[src/design/assert_macros.svh]
// Assertion macros used by the sequencer top level.
`ifndef ASSERT_MACROS_SVH
`define ASSERT_MACROS_SVH

// Checks a property on every rising clock edge while out of reset.
`define BEPS_ASSERT(lbl, clk, rst_n, prop) \
  lbl: assert property (@(posedge clk) disable iff (!rst_n) (prop)) \
    else $error("assertion failed");

// Checks that a condition is never seen on a rising clock edge while out of reset.
`define BEPS_NEVER(lbl, clk, rst_n, cond) \
  lbl: assert property (@(posedge clk) disable iff (!rst_n) !(cond)) \
    else $error("forbidden condition seen");

`endif

[src/design/bepseq_pkg.sv]
// Types, phase codes and script tables for the boot entry pin sequencer.
package bepseq_pkg;

  localparam int unsigned WaitW   = 16;
  localparam int unsigned StepW   = 4;
  localparam int unsigned HoldW   = 7;
  localparam int unsigned PhaseW  = 2;
  localparam logic [StepW-1:0] LastStep = StepW'(5);

  localparam logic [PhaseW-1:0] PH_IDLE     = 2'd0;
  localparam logic [PhaseW-1:0] PH_DEBOUNCE = 2'd1;
  localparam logic [PhaseW-1:0] PH_SCRIPT   = 2'd2;

  localparam logic LINE_TEST  = 1'b0;
  localparam logic LINE_RESET = 1'b1;

  localparam logic [WaitW-1:0] DebounceReset = 16'd50000;

  typedef struct packed {
    logic             line;
    logic             level;
    logic [HoldW-1:0] hold;
  } seg_t;

  typedef struct packed {
    logic [PhaseW-1:0] phase;
    logic [WaitW-1:0]  wait_count;
    logic [StepW-1:0]  script_step;
    logic              boot_mode;
    logic              armed;
    logic              test_level;
    logic              reset_level;
    logic              led_level;
  } state_t;

  typedef struct packed {
    logic test_line;
    logic reset_line;
    logic led_on;
    logic in_boot_mode;
    logic busy_res;
  } res_t;

  // One step of the entry or exit waveform; steps past the end read as the last one.
  function automatic seg_t script_seg(input logic exit_script, input logic [StepW-1:0] k);
    seg_t s;
    s = '{line: LINE_TEST, level: 1'b0, hold: '0};
    if (!exit_script) begin
      case (k)
        4'd0:    s = '{line: LINE_RESET, level: 1'b0, hold: 7'd50};
        4'd1:    s = '{line: LINE_TEST,  level: 1'b1, hold: 7'd30};
        4'd2:    s = '{line: LINE_TEST,  level: 1'b0, hold: 7'd8};
        4'd3:    s = '{line: LINE_TEST,  level: 1'b1, hold: 7'd15};
        4'd4:    s = '{line: LINE_RESET, level: 1'b1, hold: 7'd15};
        default: s = '{line: LINE_TEST,  level: 1'b0, hold: 7'd0};
      endcase
    end else begin
      case (k)
        4'd0:    s = '{line: LINE_TEST,  level: 1'b1, hold: 7'd30};
        4'd1:    s = '{line: LINE_TEST,  level: 1'b0, hold: 7'd30};
        4'd2:    s = '{line: LINE_TEST,  level: 1'b1, hold: 7'd30};
        4'd3:    s = '{line: LINE_TEST,  level: 1'b0, hold: 7'd60};
        4'd4:    s = '{line: LINE_RESET, level: 1'b0, hold: 7'd60};
        default: s = '{line: LINE_RESET, level: 1'b1, hold: 7'd0};
      endcase
    end
    return s;
  endfunction

endpackage

[src/design/boot_entry_pin_sequencer_unit.sv]
// Top level of the boot entry pin sequencer: state registers, config register, result stage.
//
//   channel | direction | payload
//   in      | request in  | button_pressed_i
//   out     | request out | test_line_o, reset_line_o, led_on_o, in_boot_mode_o, busy_res_o
//   cfg     | write in    | cfg_debounce_ticks_i
//
// One request per cycle unless the output stalls; its result is registered the next cycle.
// The rate is set by the single state update between the state and result registers.
// A stalled output takes a new request in the cycle that the held result leaves.
// Reset returns to idle, armed, both lines low and debounce length 50000 ticks.
`include "assert_macros.svh"

module boot_entry_pin_sequencer_unit import bepseq_pkg::*; (
  input  logic             clk_i,
  input  logic             rst_ni,
  input  logic             in_valid_i,
  output logic             in_ready_o,
  input  logic             button_pressed_i,
  output logic             out_valid_o,
  input  logic             out_ready_i,
  output logic             test_line_o,
  output logic             reset_line_o,
  output logic             led_on_o,
  output logic             in_boot_mode_o,
  output logic             busy_res_o,
  input  logic             cfg_valid_i,
  output logic             cfg_ready_o,
  input  logic [WaitW-1:0] cfg_debounce_ticks_i
);

  state_t           state_d, state_q;
  logic [WaitW-1:0] debounce_q;
  res_t             res_d, res_q;
  logic             space;
  logic             accept;

  assign cfg_ready_o = 1'b1;
  assign in_ready_o  = space;
  assign accept      = in_valid_i && space;

  bepseq_next u_next (
    .state_i          (state_q),
    .pressed_i        (button_pressed_i),
    .debounce_ticks_i (debounce_q),
    .state_o          (state_d),
    .res_o            (res_d)
  );

  always_ff @(posedge clk_i or negedge rst_ni) begin
    if (!rst_ni) begin
      state_q <= '{phase: PH_IDLE, wait_count: '0, script_step: '0, boot_mode: 1'b0,
                   armed: 1'b1, test_level: 1'b0, reset_level: 1'b0, led_level: 1'b0};
    end else if (accept) begin
      state_q <= state_d;
    end
  end

  always_ff @(posedge clk_i or negedge rst_ni) begin
    if (!rst_ni) begin
      debounce_q <= DebounceReset;
    end else if (cfg_valid_i) begin
      debounce_q <= cfg_debounce_ticks_i;
    end
  end

  bepseq_oreg u_oreg (
    .clk_i       (clk_i),
    .rst_ni      (rst_ni),
    .load_i      (accept),
    .res_i       (res_d),
    .out_ready_i (out_ready_i),
    .out_valid_o (out_valid_o),
    .space_o     (space),
    .res_o       (res_q)
  );

  assign test_line_o    = res_q.test_line;
  assign reset_line_o   = res_q.reset_line;
  assign led_on_o       = res_q.led_on;
  assign in_boot_mode_o = res_q.in_boot_mode;
  assign busy_res_o     = res_q.busy_res;

  // A script only runs once the block has disarmed.
  `BEPS_NEVER(a_script_disarmed, clk_i, rst_ni,
    (state_q.phase == PH_SCRIPT) && state_q.armed)
  // The countdown is cleared whenever the block is idle.
  `BEPS_ASSERT(a_idle_no_wait, clk_i, rst_ni,
    (state_q.phase == PH_IDLE) |-> (state_q.wait_count == '0))
  // The LED always follows the boot mode in the state.
  `BEPS_ASSERT(a_led_mode, clk_i, rst_ni,
    state_q.led_level == state_q.boot_mode)
  // The state moves only when a request is taken.
  `BEPS_ASSERT(a_state_hold, clk_i, rst_ni,
    !accept |=> $stable(state_q))

endmodule

[src/design/bepseq_next.sv]
// Next-state logic for one tick: debounce countdown and script stepping.
module bepseq_next import bepseq_pkg::*; (
  input  state_t           state_i,
  input  logic             pressed_i,
  input  logic [WaitW-1:0] debounce_ticks_i,
  output state_t           state_o,
  output res_t             res_o
);

  state_t           st;
  state_t           ran;
  seg_t             seg;
  logic [StepW-1:0] k;
  logic [StepW-1:0] k_run;
  logic             wait_more;

  // The debounce check starts the script at step zero, so a script step is taken from there.
  assign k_run     = (state_i.phase == PH_DEBOUNCE) ? '0 : state_i.script_step;
  assign k         = (k_run > LastStep) ? LastStep : k_run;
  assign seg       = script_seg(state_i.boot_mode, k);
  assign wait_more = (state_i.wait_count > WaitW'(1));

  always_comb begin
    ran = state_i;
    if (seg.line == LINE_TEST) begin
      ran.test_level = seg.level;
    end else begin
      ran.reset_level = seg.level;
    end
    if (k == LastStep) begin
      ran.boot_mode   = ~state_i.boot_mode;
      ran.led_level   = ~state_i.boot_mode;
      ran.phase       = PH_IDLE;
      ran.wait_count  = '0;
      ran.script_step = '0;
    end else begin
      ran.phase       = PH_SCRIPT;
      ran.wait_count  = WaitW'(seg.hold);
      ran.script_step = k + StepW'(1);
    end
  end

  always_comb begin
    st = state_i;
    case (state_i.phase)
      PH_DEBOUNCE: begin
        if (wait_more) begin
          st.wait_count = state_i.wait_count - WaitW'(1);
        end else if (pressed_i) begin
          st       = ran;
          st.armed = 1'b0;
        end else begin
          st.phase      = PH_IDLE;
          st.wait_count = '0;
          st.armed      = 1'b1;
        end
      end
      PH_SCRIPT: begin
        if (wait_more) begin
          st.wait_count = state_i.wait_count - WaitW'(1);
        end else begin
          st = ran;
        end
      end
      default: begin
        st.phase = PH_IDLE;
        if (pressed_i && state_i.armed) begin
          st.phase      = PH_DEBOUNCE;
          st.wait_count = debounce_ticks_i;
        end else if (!pressed_i) begin
          st.armed = 1'b1;
        end
      end
    endcase
  end

  assign state_o = st;
  assign res_o   = '{test_line:    st.test_level,
                     reset_line:   st.reset_level,
                     led_on:       st.led_level,
                     in_boot_mode: st.boot_mode,
                     busy_res:     (st.phase == PH_DEBOUNCE) || (st.phase == PH_SCRIPT)};

endmodule

[src/design/bepseq_oreg.sv]
// Result register with valid flag; a new result may enter as the old one leaves.
module bepseq_oreg import bepseq_pkg::*; (
  input  logic clk_i,
  input  logic rst_ni,
  input  logic load_i,
  input  res_t res_i,
  input  logic out_ready_i,
  output logic out_valid_o,
  output logic space_o,
  output res_t res_o
);

  logic out_valid_d, out_valid_q;
  res_t res_q;

  assign space_o     = !out_valid_q || out_ready_i;
  assign out_valid_d = load_i || (out_valid_q && !out_ready_i);

  always_ff @(posedge clk_i or negedge rst_ni) begin
    if (!rst_ni) begin
      out_valid_q <= 1'b0;
    end else begin
      out_valid_q <= out_valid_d;
    end
  end

  always_ff @(posedge clk_i) begin
    if (load_i) begin
      res_q <= res_i;
    end
  end

  assign out_valid_o = out_valid_q;
  assign res_o       = res_q;

endmodule
[config.mk]
export PLATFORM = sky130hd
export DESIGN_NAME = boot_entry_pin_sequencer_unit
export DESIGN_NICKNAME = d
export VERILOG_FILES = /design/src/design/bepseq_pkg.sv /design/src/design/boot_entry_pin_sequencer_unit.sv /design/src/design/bepseq_next.sv /design/src/design/bepseq_oreg.sv
export VERILOG_INCLUDE_DIRS = /design/src /design/src/design
export SDC_FILE = /design/constraint.sdc
export NUM_CORES = 1
export LEC_CHECK = 0
export BUFFER_PORTS_ARGS = -buffer_cell sky130_fd_sc_hd__buf_2
export CORE_ASPECT_RATIO = 1.2
export CORE_MARGIN = 1
export CORE_UTILIZATION = 52
export CTS_CLUSTER_DIAMETER = 50
export DETAILED_ROUTE_END_ITERATION = 8
export HOLD_SLACK_MARGIN = 0.02
export PLACE_DENSITY = 0.73
export SYNTH_ARGS = -nofsm -noshare
export SYNTH_HDL_FRONTEND = slang
export SYNTH_HIERARCHICAL = 1
export SYNTH_SLANG_ARGS = --single-unit
[constraint.sdc]
create_clock -name clk_i -period 6.25 [get_ports clk_i]
set_input_delay 1.875 -clock clk_i [delete_from_list [all_inputs] [get_ports clk_i]]
set_output_delay 1.875 -clock clk_i [all_outputs]
set_load 0.005 [all_outputs]
==> key figures, run 1 <==
Setup path
  – Capture instance of the worst register-to-register path: state_q[9]$_DFFE_PN0P_
  – Worst setup path end: in_ready_o
  – Kind of end point of the critical path: output port
  – R2R cell count: 7
  – Launching element type of the critical path: input pin
  – Critical path start-end classification: input pin to output port
  – Data arrival time at the worst-slack endpoint: 2250 ps
  – Maximum fanout encountered on the critical timing path: 3
  – Register-to-Register Setup Slack: 3620 ps
  – Source of the critical timing path: out_ready_i
  – Required time at the worst-slack endpoint: 4380 ps
  – Worst reg2reg path startpoint: state_q[25]$_DFFE_PN0P_

Power and ir drop
  – Sequential share of power: 0.390
  – Leakage dissipation: 0.00147 uW
  – P_int: 785 uW
  – Power per Cell Area: 366 nW/um^2
  – Combinational Power Share: 0.435
  – Sw Pwr: 483 uW
  – Worst VDD drop: 261 uV
  – Share of total power consumed by net switching: 0.381
  – Clock group share of total power: 0.175

Clock network
  – Postcts setup bufs: 0
  – Resize count post-CTS: 0
  – Number of buffers created by CTS: 5
  – Hold-fix buffers at CTS: 0
  – Maximum count of clock buffers along a single path: 2
  – CTS tree: done
  – Sinks on the clock net: 49
  – Clock insertion delay at the later pin of the skew report: 300 ps
  – Clk pin slew, worst setup/hold paths: 90 ps
  – CTS root buffer: clkbuf_8
  – Number of H-tree branching levels: 2

Global routing
  – Total global routing overflow: 0
  – Antenna violations before repair: 0
  – Wire length of the first global-routing pass: 10,800 um
  – Largest net degree at the start of global routing: 45
  – Overall routing resource usage: 0.215
  – Vias in the first global route: 2,241

Placed design
  – Total instance count after detailed placement: 399
  – GP Congestion: 0.875
  – Count of input and output buffers: 28
  – Half-perimeter wire length of the detailed placement result: 4520 um

Detailed routing
  – Wire length per cell after detailed routing: 15.9 um
  – Total Wirelength: 6490 um
  – Vias after detailed routing: 2,387
  – Number of remaining DRC errors: 0
  – Via density: 5.86
  – Number of routed nets with antenna violations: 0
  – Detailed Route Iter0 Violations: 142
  – First drt pass iteration count: 5

Floorplanning
  – Starting Density: 0.539
  – Placeable core region: 6010 um^2
  – I/O pin count: 30
  – Total Die Area: 6550 um^2
  – Die Span Y: 88.5 um
  – Total number of placement rows: 31
  – Horizontal extent of the die: 74.1 um

Hold path
  – Source of the worst hold timing path: debounce_q[2]$_DFFE_PN0P_
  – Path type of the worst min-delay path: register to register

Yosys
  – Dominant cells by area after synthesis: dfrtp_1, mux2_2, mux2_4
  – Number of synthesized register bits: 49
  – Most frequently used flop master after synthesis: dfrtp_1
  – Warning count from the yosys run: 6
  – Cell type contributing the most total cell area after synthesis: dfrtp_1
  – Nets in the synthesized netlist: 336
  – Combined area of all synthesized cells: 3240 um^2
  – Share of the synthesized area in the top cell type: 0.286
  – Average size of a mapped cell: 10.5 um^2
  – Number of instances in the synthesized netlist: 310
  – Count of flip-flops with a built-in enable after synthesis: 5
  – Unique cell type count in the Yosys netlist: 68
  – Fraction of registers with async set/reset: 0.898
  – Part of the Yosys area used for sequential elements: 0.389

STA
  – Slew margin rel.: 0.352
  – Number of hold violations in the final report: 0
  – TNS Setup: 0 ps
  – Final min period: 4120 ps
  – Measured slew at the worst slew-check pin: 973 ps
  – Setup Skew: 9.81 ps
  – Maximum clock rate: 243 MHz
  – Portion of the clock cycle consumed by the worst path in the final layout: 0.659
  – Number of pins with negative max-slew slack in the final report: 0
  – Count of final setup violators: 0
  – RSZ-0062 raised after global routing: no

Layout
  – Count of antenna diodes in the layout: 0
  – Final net count: 350
  – Filler-free cell count of the finished design: 407
  – Share of final-layout standard cells stronger than drive strength 1: 0.345
  – Area added between synthesis and finish: 6.91%

Status
  – Result of the run: finished clean

Run
  – Number of violations of the max-capacitance limit: 0
[critical path: stages]
cell and delay, ps:
buf_2 100, nand2b_4 150, buf_2 130
[sequential cells by signal (all words and copies together) (netlist names)]
signal	flops
debounce_q	16
state_q	27
u_oreg/res_o	5
u_oreg/out_valid_o	1
[per-stage QoR]
stage | total power, uW | setup slack (ps) | hold slack (ps) | area (um^2) | utilization
after floorplan | 937 | 2360 | 477 | 3240 | -
after global placement | 1030 | 2130 | 487 | 3360 | 0.559
after detailed placement | 1050 | 2130 | 495 | 3360 | 0.559
after CTS | 1270 | 2120 | 516 | 3460 | 0.576
after global routing | 1360 | 2110 | 520 | 3460 | 0.576
final | 1270 | 2130 | 510 | 3460 | 0.576
[synth_stat cells, drive strengths merged (5+ instances only)]
| cell type | n |
|---|---|
| xor2 | 5 |
| nor2 | 15 |
| buf | 12 |
| o21ai | 21 |
| edfxtp | 5 |
| nor4 | 11 |
| mux2 | 53 |
| inv | 17 |
| nand3 | 9 |
| clkbuf | 9 |
| nor3 | 6 |
| nand2 | 28 |
| o221ai | 5 |
| dfstp | 7 |
| a21oi | 13 |
| dfrtp | 37 |
[worst min path at each step]
stage                                  to  slack [ps]  cells after the start
3_3_place_gp   debounce_q[12]$_DFFE_PN0P_         490                      1
4_1_cts         debounce_q[2]$_DFFE_PN0P_         520                      1
2_1_floorplan  debounce_q[10]$_DFFE_PN0P_         480                      1
5_1_grt        debounce_q[11]$_DFFE_PN0P_         520                      1
3_5_place_dp   debounce_q[11]$_DFFE_PN0P_         500                      1
6_report        debounce_q[2]$_DFFE_PN0P_         510                      1
[cell usage in the layout (no fill, tap or decap), drive strengths merged, types with 5 or more instances in the layout]
cell    netlist  routed
nor3          6       6
nand2        28      28
buf          12      28
edfxtp        5       5
o21ai        21      21
mux2         53      53
nand3         9       9
a21oi        13      13
inv          17      17
dfrtp        37      37
nor2         15      15
dfstp         7       7
xor2          5       5
o221ai        5       5
nor4         11      11
clkbuf        9       6
[routing by layer]
metal,wire length (um),global-route usage,vias up
met3,226,0.0353,12
met5,0,0,-
met2,3380,0.367,65
li1,-,-,1153
met4,123,0.0787,0
met1,2750,0.273,1157
[cell families (layout without fill, tap and decap cells)]
| logic type | count (synthesis) | count (layout) | share of synthesized area |
|---|---|---|---|
| buf+inv | 38 | 53 | 0.0583 |
| mux | 54 | 54 | 0.209 |
| other cells | 1 | 1 | 0.00116 |
| xor+xnor | 9 | 9 | 0.0243 |
| fa+ha+maj | 4 | 4 | 0.0154 |
| simple gates | 91 | 91 | 0.160 |
| flops | 49 | 49 | 0.389 |
| compound gates | 64 | 64 | 0.142 |
[power by group through the flow]
stage	Combinational (uW)	Sequential (uW)	Clock (uW)
detailed placement	548	500	0
finish	552	495	221
global route	609	510	238
CTS	552	495	226
floorplan	461	475	0
global placement	536	497	0
[final cells by class]
class	instances	area (um^2)
Fill cell	519	2550
Tap cell	82	103
Clock inverter	2	33.8
Timing Repair Buffer	28	140
Multi-Input combinational cell	223	1790
Clock buffer	6	72.6
Inverter	17	63.8
Sequential cell	49	1260
Power figures use the tool's default switching activity.
==> run 2, diff against run 1 <==
Settings changed: ABC_AREA set to 1.
Clock period 6.25 ns to 3.83 ns, I/O delays scaled along.
==> run 2 against run 1 <==
Net effect:
- synthesized cell count is 46% higher
- largest cell class unchanged
- utilization fell by 0.51 points
- largest power group unchanged
- first-iteration DRC count grew 53%
==> key figures, run 2 <==
Detailed routing
  – First drt pass iteration count: 5 (unchanged)
  – Number of remaining DRC errors: 0 (unchanged)
  – Via density: 5.23 (was 5.86)
  – Total Wirelength: 7030 um (was 6490 um)
  – Wire length per cell after detailed routing: 12.8 um (was 15.9 um)
  – Number of routed nets with antenna violations: 0 (unchanged)
  – Vias after detailed routing: 2,870 (was 2,387)
  – Detailed Route Iter0 Violations: 217 (was 142)

Yosys
  – Cell type contributing the most total cell area after synthesis: dfrtp_1 (unchanged)
  – Part of the Yosys area used for sequential elements: 0.384 (was 0.389)
  – Nets in the synthesized netlist: 478 (was 336)
  – Average size of a mapped cell: 7.26 um^2 (was 10.5 um^2)
  – Number of synthesized register bits: 49 (unchanged)
  – Library cell with the highest instance count after synthesis: nand2_1 (was dfrtp_1)
  – Most frequently used flop master after synthesis: dfrtp_1 (unchanged)
  – Share of the synthesized area in the top cell type: 0.282 (was 0.286)
  – Combined area of all synthesized cells: 3280 um^2 (was 3240 um^2)
  – Dominant cells by area after synthesis: dfrtp_1, nand2_1, nand3_1 (was dfrtp_1, mux2_2, mux2_4)
  – Synth top cells by count: nand2_1, inv_1, nand3_1 (was dfrtp_1, mux2_2, nand2_1)
  – Count of flip-flops with a built-in enable after synthesis: 5 (unchanged)
  – Number of instances in the synthesized netlist: 452 (was 310)
  – Unique cell type count in the Yosys netlist: 39 (was 68)
  – Fraction of registers with async set/reset: 0.898 (unchanged)
  – Warning count from the yosys run: 6 (unchanged)

Clock network
  – Clk pin slew, worst setup/hold paths: 90 ps (about the same)
  – Number of H-tree branching levels: 2 (unchanged)
  – Sinks on the clock net: 49 (unchanged)
  – Resize count post-CTS: 0 (unchanged)
  – CTS tree: done (unchanged)
  – Maximum count of clock buffers along a single path: 2 (unchanged)
  – CTS root buffer: clkbuf_8 (unchanged)
  – Postcts setup bufs: 0 (unchanged)
  – Clock insertion delay at the later pin of the skew report: 300 ps (about the same)
  – Hold-fix buffers at CTS: 0 (unchanged)
  – Number of buffers created by CTS: 5 (unchanged)

Global routing
  – Wire length of the first global-routing pass: 12,100 um (was 10,800 um)
  – GR Util met3: 0.0327 (was 0.0353)
  – Vias in the first global route: 2,677 (was 2,241)
  – Total global routing overflow: 0 (unchanged)
  – Largest net degree at the start of global routing: 45 (unchanged)
  – Global routing met1 resource utilization: 0.285 (was 0.273)
  – Gr busiest metal: met2 (unchanged)
  – Antenna violations before repair: 0 (unchanged)
  – Overall routing resource usage: 0.237 (was 0.215)
  – Routing usage on met2: 0.419 (was 0.367)

STA
  – Number of pins with negative max-slew slack in the final report: 0 (unchanged)
  – Setup Skew: 6.69 ps (was 9.81 ps)
  – Slew margin rel.: 0.356 (was 0.352)
  – Measured slew at the worst slew-check pin: 966 ps (was 973 ps)
  – Count of final setup violators: 0 (unchanged)
  – Maximum clock rate: 366 MHz
  – Final min period: 2730 ps
  – Portion of the clock cycle consumed by the worst path in the final layout: 0.713
  – RSZ-0062 raised after global routing: no (unchanged)
  – Number of hold violations in the final report: 0 (unchanged)
  – TNS Setup: 0 ps (unchanged)
  – Setup WS post-layout: 1100 ps (was 2130 ps)

Placed design
  – Half-perimeter wire length of the detailed placement result: 4840 um (was 4520 um)
  – Setup Slack @ Placement: 1120 ps (was 2130 ps)
  – GP Congestion: 0.926 (was 0.875)
  – Count of input and output buffers: 28 (unchanged)

Setup path
  – Kind of end point of the critical path: register (was output port)
  – Launching element type of the critical path: register (was input pin)
  – Worst reg2reg path startpoint: state_q[25]$_DFFE_PN0P_ (unchanged)
  – Critical Path Slowest Stage Cell: ha_1 (was nand2b_4)
  – R2R cell count: 9 (was 7)
  – Slowest Stage Delay on Critical Path: 630 ps (was 150 ps)
  – Register-to-Register Setup Slack: 1100 ps (was 3620 ps)
  – Critical path start-end classification: register to register (was input pin to output port)
  – Maximum fanout encountered on the critical timing path: 18 (was 3)
  – Capture instance of the worst register-to-register path: state_q[9]$_DFFE_PN0P_ (unchanged)
  – Required time at the worst-slack endpoint: 4030 ps (was 4380 ps)
  – Data arrival time at the worst-slack endpoint: 2930 ps (was 2250 ps)
  – Sequence of cells on the critical path: inv_1 > ha_1 > clkinv_1 > nand3_1 > o21ai_0 > inv_1 > nand2_1 > nand3_1 > nand2_1 (was buf_2 > nand2b_4 > buf_2)

Status
  – Result of the run: finished clean (unchanged)

Run
  – Number of violations of the max-capacitance limit: 0 (unchanged)

Floorplanning
  – I/O pin count: 30 (unchanged)
  – Horizontal extent of the die: 74.5 um (was 74.1 um)
  – Total number of placement rows: 31 (unchanged)
  – Total Die Area: 6630 um^2 (was 6550 um^2)
  – Starting Density: 0.542 (was 0.539)
  – Placeable core region: 6050 um^2 (was 6010 um^2)
  – Die Span Y: 89.0 um (was 88.5 um)

Layout
  – Number of fillers in the final layout: 627 (was 519)
  – Flip-flop count of the largest register after layout: 27 (unchanged)
  – Count of antenna diodes in the layout: 0 (unchanged)
  – Storage element area: 1260 um^2 (unchanged)
  – Commonest cells after routing, fill and taps aside: nand2_1, inv_1, nand3_1 (was dfrtp_1, mux2_2, buf_2)
  – Area added between synthesis and finish: 5.38% (was 6.91%)
  – Register name with the most flops: state_q (unchanged)
  – Share of final-layout standard cells stronger than drive strength 1: 0.158 (was 0.345)
  – Commonest non-fill, non-tap cell in the layout: nand2_1 (was dfrtp_1)
  – Area used by multi-input combinational logic: 1640 um^2 (was 1790 um^2)
  – Final net count: 492 (was 350)

Power and ir drop
  – Leakage dissipation: 0.00175 uW (was 0.00147 uW)
  – Power per Cell Area: 598 nW/um^2 (was 366 nW/um^2)
  – Worst VDD drop: 268 uV (was 261 uV)

Hold path
  – Source of the worst hold timing path: debounce_q[9]$_DFFE_PN1P_ (was debounce_q[2]$_DFFE_PN0P_)
  – Min-Delay Path Depth: 2 (was 1)
  – Path type of the worst min-delay path: register to register (unchanged)
  – Hold Path Sink: debounce_q[9]$_DFFE_PN1P_ (was debounce_q[2]$_DFFE_PN0P_)
==> run 2: metrics by stage <==
stage	util	power [uW]	cell area [um^2]	hold slack (ps)	instances
6_report	0.571	2070	3460	471	549
5_1_grt	0.571	2250	3460	502	549
2_1_floorplan	-	1560	3280	442	452
3_3_place_gp	0.557	1740	3370	457	541
4_1_cts	0.571	2070	3460	475	549
3_5_place_dp	0.557	1760	3370	462	541
==> run 2: worst max-delay path by stage <==
stage                                 start                endpoint  slack (ps)  depth (start not counted)
finish              state_q[25]$_DFFE_PN0P_  state_q[9]$_DFFE_PN0P_        1100                          9
global route        state_q[25]$_DFFE_PN0P_  state_q[9]$_DFFE_PN0P_         810                          9
CTS                 state_q[25]$_DFFE_PN0P_  state_q[9]$_DFFE_PN0P_        1120                          9
detailed placement  state_q[25]$_DFFE_PN0P_  state_q[9]$_DFFE_PN0P_        1120                          9
global placement    state_q[25]$_DFFE_PN0P_  state_q[9]$_DFFE_PN0P_        1180                          9
floorplan                       out_ready_i              in_ready_o        1420                          2
==> run 2: layout make-up <==
cell class,count,area share
flip-flops and latches,49,0.365
repair buffers,30,0.0449
multi-input cells,324,0.475
clock inverters,3,0.00507
well taps,82,0.0297
clock buffers,5,0.0199
inverters,56,0.0608
==> run 2: cells by family (layout without fill, tap and decap cells) <==
| logic type | count (synthesis) | in the layout | share of synthesized area |
|---|---|---|---|
| compound gates | 68 | 68 | 0.115 |
| xor+xnor | 11 | 11 | 0.0294 |
| buf+inv | 79 | 94 | 0.115 |
| fa+ha+maj | 4 | 4 | 0.0153 |
| other cells | 1 | 1 | 0.00114 |
| simple gates | 240 | 240 | 0.340 |
| flops | 49 | 49 | 0.384 |
==> run 2: power breakdown <==
| group | leakage (uW) | internal [uW] | switching [uW] |
|---|---|---|---|
| Combinational | 0.00111 | 352 | 614 |
| Sequential | 0.000597 | 644 | 152 |
| Clock | 0.0000455 | 127 | 179 |
==> run 2: critical path: cells and delay by family (launching register included) <==
kind	cells	cell delay, ps
buffers and inverters	3	710
AOI/OAI and AO/OA	1	140
and+or+nand+nor	4	760
DFF	1	400
adders and majority gates	1	630
==> run 2: metal layers <==
layer / part of all wire / up-vias
li1: - / 1480
met1: 0.42 / 1314
met2: 0.53 / 65
met3: 0.038 / 11
met4: 0.015 / 0
met5: 0 / -
